File: src/rtl/ott_pkg.sv
// Shared types, sizes and codes for the ordered timer table.
package ott_pkg;

   // Table geometry and arithmetic widths.
   localparam int NUM_SLOTS   = 16;
   localparam int TIME_BITS   = 48;
   localparam int PERIOD_BITS = 32;
   localparam int MAX_OUT     = 16;
   localparam int SLOT_BITS   = $clog2(NUM_SLOTS);
   localparam int CNT_BITS    = $clog2(NUM_SLOTS + 1);
   localparam int EMIT_BITS   = $clog2(MAX_OUT + 1);

   // Fixed port field widths.
   localparam int OP_W     = 3;
   localparam int NOW_W    = 48;
   localparam int PER_W    = 32;
   localparam int SLOTF_W  = 4;
   localparam int STATUS_W = 2;
   localparam int WAIT_W   = 48;

   localparam logic [TIME_BITS-1:0] TIME_MAX = '1;

   // Operation codes of the request channel.
   typedef enum logic [OP_W-1:0] {
      OP_ADD     = 3'd0,
      OP_CANCEL  = 3'd1,
      OP_RESET   = 3'd2,
      OP_PROCESS = 3'd3,
      OP_QUERY   = 3'd4
   } op_type;

   // Status codes of the response channel.
   typedef enum logic [STATUS_W-1:0] {
      STAT_OK         = 2'd0,
      STAT_FULL       = 2'd1,
      STAT_NOT_ACTIVE = 2'd2,
      STAT_NONE_DUE   = 2'd3
   } status_type;

   // Sequencer states.
   typedef enum logic [3:0] {
      S_IDLE,
      S_DECODE,
      S_ADD_WR,
      S_RST_START,
      S_RST_SUM,
      S_RST_CMP,
      S_MARK,
      S_PCHK,
      S_SCAN,
      S_EMIT_BE,
      S_QRY,
      S_UPD
   } fsm_type;

   // Shared add/subtract unit.
   typedef enum logic {
      ALU_ADD_SAT,
      ALU_SUB_CLAMP
   } alu_op_type;

   typedef struct packed {
      alu_op_type           op;
      logic [TIME_BITS-1:0] a;
      logic [TIME_BITS-1:0] b;
   } alu_req_type;

   typedef struct packed {
      logic [TIME_BITS-1:0] value;
      logic                 lt;
      logic                 eq;
   } alu_res_type;

   // One slot of the timer memory.
   typedef struct packed {
      logic                   reload;
      logic [PERIOD_BITS-1:0] period;
      logic [TIME_BITS-1:0]   expiry;
   } entry_type;

   typedef struct packed {
      logic                 en;
      logic [SLOT_BITS-1:0] addr;
      entry_type            data;
   } mem_wr_type;

   // One response transaction.
   typedef struct packed {
      logic [STATUS_W-1:0] status;
      logic [SLOTF_W-1:0]  slot_out;
      logic [WAIT_W-1:0]   wait_ms;
      logic                became_earliest;
      logic                last;
   } rsp_type;

endpackage

File: src/rtl/ott_slot_mem.sv
// Slot memory: one write port, one registered read port.
module ott_slot_mem
   import ott_pkg::*;
(
   input  logic                 clock,
   input  mem_wr_type           wr,
   input  logic [SLOT_BITS-1:0] raddr,
   output entry_type            rd_data
);

   entry_type mem_ff [NUM_SLOTS];
   entry_type rd_data_ff;

   // Write and registered read.
   always_ff @(posedge clock) begin
      if (wr.en) begin
         mem_ff[wr.addr] <= wr.data;
      end
      rd_data_ff <= mem_ff[raddr];
   end

   assign rd_data = rd_data_ff;

endmodule

File: src/rtl/ott_alu.sv
// Shared adder: saturating add, clamped subtract and magnitude compare.
module ott_alu
   import ott_pkg::*;
(
   input  alu_req_type req,
   output alu_res_type res
);

   logic                 sub;
   logic [TIME_BITS-1:0] b_eff;
   logic [TIME_BITS:0]   sum;
   logic                 carry;

   // One adder serves both modes; subtract adds the complement plus one.
   always_comb begin
      sub   = (req.op == ALU_SUB_CLAMP);
      b_eff = sub ? ~req.b : req.b;
      sum   = {1'b0, req.a} + {1'b0, b_eff} + {{TIME_BITS{1'b0}}, sub};
      carry = sum[TIME_BITS];
   end

   // Add saturates on carry out; subtract clamps at zero when a is below b.
   always_comb begin
      if (sub) begin
         res.value = carry ? sum[TIME_BITS-1:0] : '0;
      end else begin
         res.value = carry ? TIME_MAX : sum[TIME_BITS-1:0];
      end
      res.lt = sub & ~carry;
      res.eq = sub & carry & (sum[TIME_BITS-1:0] == '0);
   end

endmodule

File: src/rtl/ordered_timer_table_top.sv
// Ordered timer table: sequencer, slot valid bits and response register.
// Every scan of the table reads all slots in turn through one read port.
// Add runs decode, write, scan and emit; reset runs decode, start, sum, compare and scan.
// Process marks expired slots in one scan, then scans again for each expired slot emitted.
// Cancel and rejected requests are answered from the decode state; one request is in flight.
// Synchronous active-high reset clears all slots to free and the response channel to idle.
module ordered_timer_table_top
   import ott_pkg::*;
(
   input  logic                clock,
   input  logic                reset,
   input  logic                req_valid,
   output logic                req_ready,
   input  logic [OP_W-1:0]     req_op,
   input  logic [NOW_W-1:0]    req_now_ms,
   input  logic [PER_W-1:0]    req_period_ms,
   input  logic                req_keep_period,
   input  logic                req_repeat_req,
   input  logic                req_restart_from_now,
   input  logic [SLOTF_W-1:0]  req_slot,
   output logic                rsp_valid,
   input  logic                rsp_ready,
   output logic [STATUS_W-1:0] rsp_status,
   output logic [SLOTF_W-1:0]  rsp_slot_out,
   output logic [WAIT_W-1:0]   rsp_wait_ms,
   output logic                rsp_became_earliest,
   output logic                rsp_last
);

   // Control registers.
   fsm_type                state_ff, state_in;
   logic [NUM_SLOTS-1:0]   valid_ff, valid_in;
   logic [NUM_SLOTS-1:0]   due_ff, due_in;
   logic [CNT_BITS-1:0]    cnt_ff, cnt_in;
   logic                   pipe_vld_ff, pipe_vld_in;
   logic                   found_ff, found_in;
   logic [EMIT_BITS-1:0]   emit_cnt_ff, emit_cnt_in;
   logic                   rsp_valid_ff, rsp_valid_in;

   // Payload registers.
   logic [OP_W-1:0]        op_ff;
   logic [TIME_BITS-1:0]   now_ff;
   logic [PERIOD_BITS-1:0] per_ff;
   logic                   keep_ff, rep_ff, restart_ff;
   logic [SLOTF_W-1:0]     slot_ff;
   logic [SLOT_BITS-1:0]   pipe_idx_ff, pipe_idx_in;
   logic [SLOT_BITS-1:0]   best_idx_ff, best_idx_in;
   entry_type              best_ent_ff, best_ent_in;
   logic [SLOT_BITS-1:0]   target_ff, target_in;
   entry_type              old_ent_ff, old_ent_in;
   logic [TIME_BITS-1:0]   start_ff, start_in;
   logic [TIME_BITS-1:0]   ne_ff, ne_in;
   rsp_type                rsp_ff, rsp_in;

   // Datapath signals.
   alu_req_type            alu_req;
   alu_res_type            alu_res;
   mem_wr_type             mem_wr;
   logic [SLOT_BITS-1:0]   mem_raddr;
   entry_type              rd_ent;
   logic [SLOT_BITS-1:0]   slot_idx;
   logic                   slot_ok;
   logic [SLOT_BITS-1:0]   free_idx;
   logic                   table_full;
   logic                   scan_done;
   logic                   scan_start;
   logic                   out_free;
   logic [PERIOD_BITS-1:0] new_period;
   logic [NUM_SLOTS-1:0]   due_left;
   logic                   upd_last;
   logic                   emit_vld;
   rsp_type                emit_rsp;
   logic                   emit_fire;
   logic                   cand;

   ott_slot_mem u_mem (
      .clock   (clock),
      .wr      (mem_wr),
      .raddr   (mem_raddr),
      .rd_data (rd_ent)
   );

   ott_alu u_alu (
      .req (alu_req),
      .res (alu_res)
   );

   // Shared decode of the captured request and table status.
   always_comb begin
      slot_idx   = SLOT_BITS'(slot_ff);
      slot_ok    = (int'(slot_ff) < NUM_SLOTS) && valid_ff[slot_idx];
      table_full = &valid_ff;
      free_idx   = '0;
      for (int i = NUM_SLOTS - 1; i >= 0; i--) begin
         if (!valid_ff[i]) begin
            free_idx = SLOT_BITS'(i);
         end
      end
      scan_done  = (cnt_ff == CNT_BITS'(NUM_SLOTS)) && !pipe_vld_ff;
      out_free   = !rsp_valid_ff || rsp_ready;
      new_period = keep_ff ? old_ent_ff.period : per_ff;
      due_left   = due_ff & ~(NUM_SLOTS'(1) << best_idx_ff);
      upd_last   = (due_left == '0) || (emit_cnt_ff == EMIT_BITS'(MAX_OUT - 1));
   end

   // Next-state logic.
   always_comb begin
      state_in = state_ff;
      unique case (state_ff)
         S_IDLE: begin
            if (req_valid) state_in = S_DECODE;
         end
         S_DECODE: begin
            unique case (op_ff)
               OP_ADD: begin
                  if (!table_full) state_in = S_ADD_WR;
                  else if (out_free) state_in = S_IDLE;
               end
               OP_CANCEL: begin
                  if (out_free) state_in = S_IDLE;
               end
               OP_RESET: begin
                  if (slot_ok) state_in = S_RST_START;
                  else if (out_free) state_in = S_IDLE;
               end
               OP_PROCESS: state_in = S_MARK;
               OP_QUERY:   state_in = S_SCAN;
               default:    state_in = S_IDLE;
            endcase
         end
         S_ADD_WR:    state_in = S_SCAN;
         S_RST_START: state_in = S_RST_SUM;
         S_RST_SUM:   state_in = S_RST_CMP;
         S_RST_CMP: begin
            if (!alu_res.eq) state_in = S_SCAN;
            else if (out_free) state_in = S_IDLE;
         end
         S_MARK: begin
            if (scan_done) state_in = S_PCHK;
         end
         S_PCHK: begin
            if (due_ff != '0) state_in = S_SCAN;
            else if (out_free) state_in = S_IDLE;
         end
         S_SCAN: begin
            if (scan_done) begin
               if (op_ff == OP_QUERY) state_in = S_QRY;
               else if (op_ff == OP_PROCESS) state_in = S_UPD;
               else state_in = S_EMIT_BE;
            end
         end
         S_EMIT_BE, S_QRY: begin
            if (out_free) state_in = S_IDLE;
         end
         S_UPD: begin
            if (out_free) state_in = upd_last ? S_IDLE : S_SCAN;
         end
         default: state_in = S_IDLE;
      endcase
   end

   // Adder operands, memory access and response selection per state.
   always_comb begin
      alu_req.op = ALU_SUB_CLAMP;
      alu_req.a  = rd_ent.expiry;
      alu_req.b  = best_ent_ff.expiry;
      mem_raddr  = cnt_ff[SLOT_BITS-1:0];
      mem_wr     = '0;
      emit_vld   = 1'b0;
      emit_rsp   = '0;
      emit_rsp.last = 1'b1;
      unique case (state_ff)
         S_DECODE: begin
            mem_raddr = slot_idx;
            emit_rsp.slot_out = slot_ff;
            if (op_ff == OP_ADD) begin
               emit_vld          = table_full;
               emit_rsp.status   = STAT_FULL;
               emit_rsp.slot_out = '0;
            end else if (op_ff == OP_CANCEL) begin
               emit_vld        = 1'b1;
               emit_rsp.status = slot_ok ? STAT_OK : STAT_NOT_ACTIVE;
            end else if (op_ff == OP_RESET) begin
               emit_vld        = !slot_ok;
               emit_rsp.status = STAT_NOT_ACTIVE;
            end
         end
         S_ADD_WR: begin
            alu_req.op  = ALU_ADD_SAT;
            alu_req.a   = now_ff;
            alu_req.b   = TIME_BITS'(per_ff);
            mem_wr.en   = 1'b1;
            mem_wr.addr = free_idx;
            mem_wr.data = '{reload: rep_ff, period: per_ff, expiry: alu_res.value};
         end
         S_RST_START: begin
            alu_req.a = rd_ent.expiry;
            alu_req.b = TIME_BITS'(rd_ent.period);
         end
         S_RST_SUM: begin
            alu_req.op = ALU_ADD_SAT;
            alu_req.a  = start_ff;
            alu_req.b  = TIME_BITS'(new_period);
         end
         S_RST_CMP: begin
            alu_req.a   = ne_ff;
            alu_req.b   = old_ent_ff.expiry;
            mem_wr.en   = 1'b1;
            mem_wr.addr = slot_idx;
            mem_wr.data = '{reload: old_ent_ff.reload, period: new_period,
                            expiry: alu_res.eq ? old_ent_ff.expiry : ne_ff};
            emit_vld          = alu_res.eq;
            emit_rsp.status   = STAT_OK;
            emit_rsp.slot_out = slot_ff;
         end
         S_MARK: begin
            alu_req.a = now_ff;
            alu_req.b = rd_ent.expiry;
         end
         S_PCHK: begin
            emit_vld        = (due_ff == '0);
            emit_rsp.status = STAT_NONE_DUE;
         end
         S_EMIT_BE: begin
            emit_vld                 = 1'b1;
            emit_rsp.status          = STAT_OK;
            emit_rsp.slot_out        = SLOTF_W'(target_ff);
            emit_rsp.became_earliest = found_ff && (best_idx_ff == target_ff);
         end
         S_QRY: begin
            alu_req.a        = best_ent_ff.expiry;
            alu_req.b        = now_ff;
            emit_vld         = 1'b1;
            emit_rsp.status  = STAT_OK;
            emit_rsp.wait_ms = WAIT_W'(found_ff ? alu_res.value : TIME_MAX);
         end
         S_UPD: begin
            alu_req.op  = ALU_ADD_SAT;
            alu_req.a   = now_ff;
            alu_req.b   = TIME_BITS'(best_ent_ff.period);
            mem_wr.en   = out_free && best_ent_ff.reload;
            mem_wr.addr = best_idx_ff;
            mem_wr.data = '{reload: best_ent_ff.reload, period: best_ent_ff.period,
                            expiry: alu_res.value};
            emit_vld          = 1'b1;
            emit_rsp.status   = STAT_OK;
            emit_rsp.slot_out = SLOTF_W'(best_idx_ff);
            emit_rsp.last     = upd_last;
         end
         default: begin
         end
      endcase
      emit_fire = emit_vld && out_free;
   end

   // Scan pipeline, slot bookkeeping and response register next values.
   always_comb begin
      scan_start  = ((state_in == S_SCAN) || (state_in == S_MARK)) && (state_in != state_ff);
      valid_in    = valid_ff;
      due_in      = due_ff;
      cnt_in      = cnt_ff;
      pipe_vld_in = 1'b0;
      pipe_idx_in = cnt_ff[SLOT_BITS-1:0];
      found_in    = found_ff;
      best_idx_in = best_idx_ff;
      best_ent_in = best_ent_ff;
      target_in   = target_ff;
      old_ent_in  = old_ent_ff;
      start_in    = start_ff;
      ne_in       = ne_ff;
      emit_cnt_in = emit_cnt_ff;
      cand        = (op_ff == OP_PROCESS) ? due_ff[pipe_idx_ff] : valid_ff[pipe_idx_ff];

      // One slot read is issued per cycle; its data is checked in the following cycle.
      if ((state_ff == S_SCAN) || (state_ff == S_MARK)) begin
         if (cnt_ff != CNT_BITS'(NUM_SLOTS)) begin
            cnt_in      = cnt_ff + CNT_BITS'(1);
            pipe_vld_in = 1'b1;
         end
      end
      if (state_ff == S_MARK && pipe_vld_ff) begin
         due_in[pipe_idx_ff] = valid_ff[pipe_idx_ff] && !alu_res.lt;
      end
      if (state_ff == S_SCAN && pipe_vld_ff && cand && (!found_ff || alu_res.lt)) begin
         found_in    = 1'b1;
         best_idx_in = pipe_idx_ff;
         best_ent_in = rd_ent;
      end
      if (scan_start) begin
         cnt_in      = '0;
         pipe_vld_in = 1'b0;
         found_in    = 1'b0;
      end

      unique case (state_ff)
         S_DECODE: begin
            target_in   = slot_idx;
            emit_cnt_in = '0;
            if (op_ff == OP_CANCEL && slot_ok && out_free) begin
               valid_in[slot_idx] = 1'b0;
            end
         end
         S_ADD_WR: begin
            target_in          = free_idx;
            valid_in[free_idx] = 1'b1;
         end
         S_RST_START: begin
            old_ent_in = rd_ent;
            start_in   = restart_ff ? now_ff : alu_res.value;
         end
         S_RST_SUM: begin
            ne_in = alu_res.value;
         end
         S_UPD: begin
            if (out_free) begin
               emit_cnt_in = emit_cnt_ff + EMIT_BITS'(1);
               due_in      = upd_last ? '0 : due_left;
               if (!best_ent_ff.reload) begin
                  valid_in[best_idx_ff] = 1'b0;
               end
            end
         end
         default: begin
         end
      endcase

      rsp_valid_in = emit_fire || (rsp_valid_ff && !rsp_ready);
      rsp_in       = emit_fire ? emit_rsp : rsp_ff;
   end

   // Control state with reset.
   always_ff @(posedge clock) begin
      if (reset) begin
         state_ff     <= S_IDLE;
         valid_ff     <= '0;
         due_ff       <= '0;
         cnt_ff       <= '0;
         pipe_vld_ff  <= 1'b0;
         found_ff     <= 1'b0;
         emit_cnt_ff  <= '0;
         rsp_valid_ff <= 1'b0;
      end else begin
         state_ff     <= state_in;
         valid_ff     <= valid_in;
         due_ff       <= due_in;
         cnt_ff       <= cnt_in;
         pipe_vld_ff  <= pipe_vld_in;
         found_ff     <= found_in;
         emit_cnt_ff  <= emit_cnt_in;
         rsp_valid_ff <= rsp_valid_in;
      end
   end

   // Payload registers.
   always_ff @(posedge clock) begin
      if (req_valid && req_ready) begin
         op_ff       <= req_op;
         now_ff      <= TIME_BITS'(req_now_ms);
         per_ff      <= PERIOD_BITS'(req_period_ms);
         keep_ff     <= req_keep_period;
         rep_ff      <= req_repeat_req;
         restart_ff  <= req_restart_from_now;
         slot_ff     <= req_slot;
      end
      pipe_idx_ff <= pipe_idx_in;
      best_idx_ff <= best_idx_in;
      best_ent_ff <= best_ent_in;
      target_ff   <= target_in;
      old_ent_ff  <= old_ent_in;
      start_ff    <= start_in;
      ne_ff       <= ne_in;
      rsp_ff      <= rsp_in;
   end

   // Port drive.
   assign req_ready           = (state_ff == S_IDLE);
   assign rsp_valid           = rsp_valid_ff;
   assign rsp_status          = rsp_ff.status;
   assign rsp_slot_out        = rsp_ff.slot_out;
   assign rsp_wait_ms         = rsp_ff.wait_ms;
   assign rsp_became_earliest = rsp_ff.became_earliest;
   assign rsp_last            = rsp_ff.last;

   // A slot marked expired is always an active slot.
   a_due_active: assert property (@(posedge clock) disable iff (reset)
      (due_ff & ~valid_ff) == '0)
      else $error("expired mark on a free slot");

   // The slot being emitted was selected from the expired set.
   a_upd_due: assert property (@(posedge clock) disable iff (reset)
      (state_ff == S_UPD) |-> (found_ff && due_ff[best_idx_ff]))
      else $error("emitting a slot that is not marked expired");

   // A slot reported as added is active.
   a_add_valid: assert property (@(posedge clock) disable iff (reset)
      ((state_ff == S_EMIT_BE) && (op_ff == OP_ADD)) |-> valid_ff[target_ff])
      else $error("added slot is not active");

   // The final response of a request returns the sequencer to idle.
   a_last_idle: assert property (@(posedge clock) disable iff (reset)
      (emit_fire && emit_rsp.last) |=> (state_ff == S_IDLE))
      else $error("sequencer busy after final response");

   // A new request is not taken while one is in flight.
   a_one_req: assert property (@(posedge clock) disable iff (reset)
      (req_valid && req_ready) |=> !req_ready)
      else $error("request accepted while busy");

endmodule
File: config.mk
export PLATFORM = sky130hd
export DESIGN_NAME = ordered_timer_table_top
export DESIGN_NICKNAME = d
export VERILOG_FILES = /design/src/rtl/ott_pkg.sv /design/src/rtl/ott_slot_mem.sv /design/src/rtl/ott_alu.sv /design/src/rtl/ordered_timer_table_top.sv
export SDC_FILE = /design/constraint.sdc
export NUM_CORES = 2
export LEC_CHECK = 0
export CORE_UTILIZATION = 38
export CTS_BUF_LIST = sky130_fd_sc_hd__clkbuf_4 sky130_fd_sc_hd__clkbuf_8 sky130_fd_sc_hd__clkbuf_16
export CTS_CLUSTER_SIZE = 24
export DETAILED_ROUTE_END_ITERATION = 16
export DONT_BUFFER_PORTS = 1
export PLACE_DENSITY = 0.53
export SLEW_MARGIN = 20
export SYNTH_ARGS = -nofsm -noshare
export SYNTH_HDL_FRONTEND = slang
export SYNTH_SLANG_ARGS = --single-unit
File: constraint.sdc
create_clock -name clock -period 28.8 [get_ports clock]
set_input_delay 5.76 -clock clock [delete_from_list [all_inputs] [get_ports clock]]
set_output_delay 5.76 -clock clock [all_outputs]
set_load 0.05 [all_outputs]
Word-level counts from Yosys, hierarchy flattened
Memories as Yosys holds them, arrays and structs flattened. A register that Yosys moved wholly into a read port is not among the register bits. Cells that the tools add are included.

Eq/ne operators: 25. Add/subtract/negate cells: 4. $mul: 0. Bitwise gates (word level): 13. Shifts and indexed selects: 1. Mux-type cells: 83. Reductions and logical operators: 48. Divide/modulo/power cells: 0. $lt $le $gt $ge: 8.

Operator list (number): $pmux W96 S7 (1); $mux W48 (7); $pmux W86 S3 (1); $mux W16 (7); $mux W4 (28); $add A48 B48 Y49 (1); $add A49 B1 Y49 (1); $and A16 B16 Y16 (3); $logic_not A48 Y1 (1); $not A16 Y16 (3); $not A48 Y48 (1); $pmux W16 S3 (1); $pmux W4 S11 (1); $logic_not A16 Y1 (2); $mux W32 (1); $eq A4 B3 Y1 const B (5); $eq A4 B4 Y1 const B (5); $lt A4 B5 Y1 const B (4); $pmux W4 S5 (1); $logic_and A1 B1 Y1 (18); $bwmux W16 (1); $demux W1 S4 (4); $ge A4 B1 Y1 const B (4); $or A16 B16 Y16 (1); 36 further kinds (80).

Bits in latches: 0. Bits in writable memories: 1296. Bits in registers: 465. Memories kept: 1. Bits of input ports: 94. ROM bits: 0. Logic and storage cells: 214. Output and inout port bits: 58.

Memory list: u_mem.mem_ff (words 16, bits a word 81, rd ports 1, clocked after Yosys merged registers in 1, wr ports 1, line ott_slot_mem.sv:11) `entry_type mem_ff [NUM_SLOTS];`.

Depth between registers and ports, before layout
Word-level depth: 22. Mapped depth: 28.

Modules after synthesis
A second synthesis with hierarchy kept.

Cell total of the unflattened synthesis: 4592. Area total of the unflattened synthesis: 76427.0 sq um.

By module, submodules not included: ott_slot_mem (times used 1, area each 50063.0 sq um, cells an instance 2078); ordered_timer_table_top (times used 1, area each 22514.1 sq um, cells an instance 1963); ott_alu (times used 1, area each 3849.9 sq um, cells an instance 551).

Worst setup path before layout
Ideal clock, no wire load.

Path type: reg-to-reg. Start point: register state_ff[3]. End point: register best_ent_ff[0] (netlist name), enable pin. Library setup time: 0.658 ns. Data arrival time: 13.999 ns. Cell stages (with the launch flop): 22. Path slack: 14.143 ns. Required time: 28.142 ns. Path through: dfxtp_1 -> clkbuf_1 -> clkbuf_1 -> nor3_1 -> clkbuf_1 -> a22oi_1 -> nand4_1 -> o21ai_0 -> xnor2_1 -> ha_1 -> clkbuf_1 -> a21o_1 -> a31oi_1 -> o22ai_1 -> nor2_1 -> a21boi_0 -> o2111ai_1 -> a21oi_1 -> nor2_1 -> nand2_1 -> clkbuf_1 -> a21boi_0.

Cells in the longest elaborated chain, start to end: 10.

Ends and longest elaborated chain: start, declared (line ordered_timer_table_top.sv:31) `fsm_type state_ff, state_in;`; start signal, assigned (line ordered_timer_table_top.sv:343) `state_ff <= state_in;`; $eq A4 B4 Y1, or another cell as far along (line ordered_timer_table_top.sv:172) `unique case (state_ff)`; $pmux W96 S7 (line ordered_timer_table_top.sv:172); $not A48 Y48 (line ott_alu.sv:17) `b_eff = sub ? ~req.b : req.b;`; $mux W48 (line ott_alu.sv:17); $add A48 B48 Y49 (line ott_alu.sv:18) `sum = {1'b0, req.a} + {1'b0, b_eff} + {{TIME_BITS{1'b0}}, sub};`; $add A49 B1 Y49 (line ott_alu.sv:18); $not A1 Y1 (line ott_alu.sv:29) `res.lt = sub & ~carry;`; $and A1 B1 Y1 (line ott_alu.sv:29); $logic_or A1 B1 Y1 (line ordered_timer_table_top.sv:284) `if (state_ff == S_SCAN && pipe_vld_ff && cand && (!found_ff || alu_res.lt)) begin`; $logic_and A1 B1 Y1 (*) (line ordered_timer_table_top.sv:284); end signal, assigned (line ordered_timer_table_top.sv:367) `best_ent_ff <= best_ent_in;`; end, declared (line ordered_timer_table_top.sv:48) `entry_type best_ent_ff, best_ent_in;`.

Mark *: on every way between the ends. The rest lies on a longest branch, timed or not. A chain may end at the register's enable or synchronous reset.

Worst setup path in the final report
Start point: register state_ff[3]. End point: register rsp_ff, in the netlist rsp_wait_ms[40], enable pin.

Cells in the longest elaborated chain, start to end: 10.

Ends and longest elaborated chain: $eq A4 B4 Y1, or another cell as far along (line ordered_timer_table_top.sv:172); $pmux W96 S7 (line ordered_timer_table_top.sv:172); $not A48 Y48 (line ott_alu.sv:17); $mux W48 (line ott_alu.sv:17); $add A48 B48 Y49 (line ott_alu.sv:18); $add A49 B1 Y49 (line ott_alu.sv:18); $logic_not A48 Y1 / $and A1 B1 Y1 (equally long branches) (line ott_alu.sv:30) `res.eq = sub & carry & (sum[TIME_BITS-1:0] == '0);`; $and A1 B1 Y1 (line ott_alu.sv:30); $pmux W1 S4 (*) (line ordered_timer_table_top.sv:172); $logic_and A1 B1 Y1 (*) (line ordered_timer_table_top.sv:253) `emit_fire = emit_vld && out_free;`; named net emit_fire (line ordered_timer_table_top.sv:73) `logic emit_fire;`; end signal, assigned (line ordered_timer_table_top.sv:372) `rsp_ff <= rsp_in;`; end, declared (line ordered_timer_table_top.sv:53) `rsp_type rsp_ff, rsp_in;`.

Mark *: on every way through the listed nets, which the timed path passes. The rest lies on a longest branch.

==> flow_summary.toml <==
[floorplan]
fp.dieH_um = 453.2
fp.dieW_um = 453.2
num_io_pins = 152
core_um2 = 202300
die-area_um2 = 205400
placementRows = 165
initial_utilization_pct = 38.24

[sta]
fmax_ghz = 0.09599
fin_skew_ps = 80.16
rsz0062_at_grt = "false"
worst_slew_pin_slew_ps = 1196
max_slew_margin_pct = 20.12
period_needed_ps = 10420
slew_viol_final = 0
fin_crit_sh_pct = 36.17
setup_viol = 0
tns_ps = 0
hold_violations = 0

[cells_and_area]
drive_gt1_share_pct = 18.64
seqCellArea_um2 = 53970
multi_input_area_um2 = 22290
nets = 5046
area_growth_pct = 13.20
fillers = 17981

[run]
maxCapViolations = 0

[synth]
syn_area_um2 = 77370
synth_edf_count = 1708
ys.flop_type = "edfxtp_1"
synth.avg_cell_area_um2 = 15.80
synth.area.top_cells = "edfxtp_1 (66%), mux4_2 (9.9%), dfxtp_1 (3.5%)"
synthMostInstantiatedCell = "edfxtp_1"
synthCells = 4896
ys_ff_latch = 1842
synth_commonest_cells = "edfxtp_1 (1708), nand2_1 (468), mux4_2 (339), clkbuf_1 (261), nor2_1 (249)"
yosys_warnings = 0
yosysTopAreaCell = "edfxtp_1"
ys_seq_area_share_pct = 69.76
async_flop_share_pct = 0
syn_nets = 5042
yosysTopAreaCellShare_pct = 66.29
ys_types = 80

[min_path]
hold_path_depth = 0
min_to = "pipe_idx_ff[1]"
hp-start = "cnt_ff[1]"
min_path_type = "reg -> reg"

[detailed_routing]
wl_um = 235200
viasPerCell = 5.977
drc = 0
firstDrtPassIters = 6
antenna_left = 0
routedWlPerCell_um = 30.36
dr_total_vias = 46305
drtIter0Drc = 5213

[clock_tree]
clk_path_buf_depth = 3
cts_sinks = 1842
cts_root_buf = "clkbuf_16"
cts_setup_buffers = 0
htree_num_levels = 4
cts_tree = "built"
numCtsBuffers = 194
cts_resized = 0
cts_hold_buf = 0
clkTransAtPathRegs_ps = 60
clock_latency_ps = 860

[setup_path]
cp.required_ps = 29260
ff2ff_path_depth = 22
crit_fanout = 54
critPathArrivalTime_ps = 10870
r2r_end = "rsp_wait_ms[40]"
end_kind = "flip-flop"
critPathKind = "reg -> reg"
regToRegStartpoint = "state_ff[3]"
startpoint_type = "flip-flop"
rrSetupSlack_ps = 18380

[place]
portBuffers = 0
hpwl_um = 146900
place.gp.congestion = 0.9477

[global_route]
grt_pass1_wl_um = 336300
grt_pass1_vias = 45568
grt_max_degree = 111
antenna_found_initial = 15
grtUsageTotal_pct = 22.65
grt.overflow.total = 0

[power_and_ir_drop]
p_total_uw = 5948
peakVddDrop_uv = 61.76
p_leak_uw = 0.03091
power.density_nw_per_um2 = 67.91

[run_status]
outcome = "completed"
==> kinds of logic after synthesis <==
| group | Yosys count | share of synthesized area [%] |
|---|---|---|
| xor+xnor | 70 | 0.7924 |
| simple gates | 1057 | 6.218 |
| compound gates | 1027 | 9.163 |
| mux | 433 | 11.12 |
| fa+ha+maj | 53 | 0.8636 |
| buf+inv | 414 | 2.077 |
| flops | 1842 | 69.76 |
==> routing by layer <==
metal	part of all wire (%)	vias up	GRT usage, %
met5	0.019	-	0
li1	-	19695	-
met3	6.1	297	3.389
met1	44	24428	31.86
met4	2.3	6	5.895
met2	48	1879	36.66
==> worst max-delay path, cell delays in order, from the launching register on <==
cell	delay, ps
dfxtp_1	1040
nand2b_1	810
nor2_4	70
buf_4	360
a222oi_1	400
nand2_1	90
a221oi_1	490
xnor2_1	140
ha_1	460
a21oi_1	280
o21ai_0	310
a21oi_1	490
a21boi_0	280
o21ai_0	120
nor3_1	530
xnor2_1	260
nor4_1	380
nor4bb_1	480
and3_4	680
buf_4	550
a221oi_1	260
nor2_4	560
buf_4	720
==> cell type report <==
| type | count | area share [%] |
|---|---|---|
| clock buffer | 275 | 6.442 |
| multi-input combinational | 2640 | 25.45 |
| clock inverter | 92 | 1.113 |
| inverter | 92 | 0.3972 |
| sequential | 1842 | 61.63 |
| antenna | 4 | 0.01143 |
| timing repair buffer | 130 | 1.140 |
| tap | 2672 | 3.817 |
==> registers in the layout, indices dropped and copies added, names as in the netlist, 5 cells and up <==
| register | flops |
|---|---|
| valid_ff | 16 |
| rsp_wait_ms | 48 |
| old_ent_ff | 81 |
| per_ff | 32 |
| cnt_ff | 5 |
| now_ff | 48 |
| ne_ff | 48 |
| u_mem.rd_data | 81 |
| u_mem.mem_ff | 1296 |
| emit_cnt_ff | 5 |
| due_ff | 16 |
| best_ent_ff | 81 |
| start_ff | 48 |
==> how the worst max path moves through the flow <==
| stage | startpoint | end | slack, ps | depth (start not counted) |
|---|---|---|---|---|
| after floorplan | state_ff[3] | best_ent_ff[0] | 14140 | 21 |
| after global placement | state_ff[3] | rsp_wait_ms[39] | 18920 | 23 |
| after detailed placement | state_ff[3] | rsp_wait_ms[39] | 18690 | 22 |
| after CTS | state_ff[2] | rsp_wait_ms[39] | 18630 | 21 |
| after global routing | state_ff[3] | rsp_wait_ms[40] | 18020 | 22 |
| final | state_ff[3] | rsp_wait_ms[40] | 18380 | 22 |
==> power breakdown <==
group	internal [µW]	switching [µW]	leakage, µW	total [µW]
registers	2930	46.1	0.0188	2980
clock network	1480	1070	0.00330	2550
logic	136	290	0.00879	426
total	4540	1410	0.0309	5950
==> cells in the final DEF, fill, tap and decap left out, types with 28 or more instances in the layout <==
cell	n
clkinv_2	33
a221o_1	50
o22ai_1	28
nand4_1	39
a222oi_1	80
nand2_1	465
a211oi_1	105
nor2_1	229
buf_4	127
o21ai_0	158
a31oi_1	97
dfxtp_1	132
ha_1	51
a22oi_1	79
o22ai_2	29
mux4_2	339
a21oi_1	203
edfxtp_1	1708
mux2i_1	68
clkbuf_4	56
xnor2_1	48
inv_1	90
nand3_1	30
and2_1	88
clkbuf_16	196
a221oi_1	31
nor3_1	46
==> metrics by stage <==
stage | hold WS (ps) | instance area [µm²] | setup slack, ps | cells | util (%)
floorplan | 368.0 | 77370 | 14140 | 4896 | -
global placement | 387.9 | 80750 | 18920 | 7373 | 39.91
detailed placement | 387.9 | 80810 | 18690 | 7376 | 39.94
CTS | 406.1 | 87420 | 18630 | 7743 | 43.21
global route | 414.8 | 87580 | 18020 | 7745 | 43.29
finish | 405.0 | 87580 | 18380 | 7747 | 43.29
(Power assumes the default switching activity.)
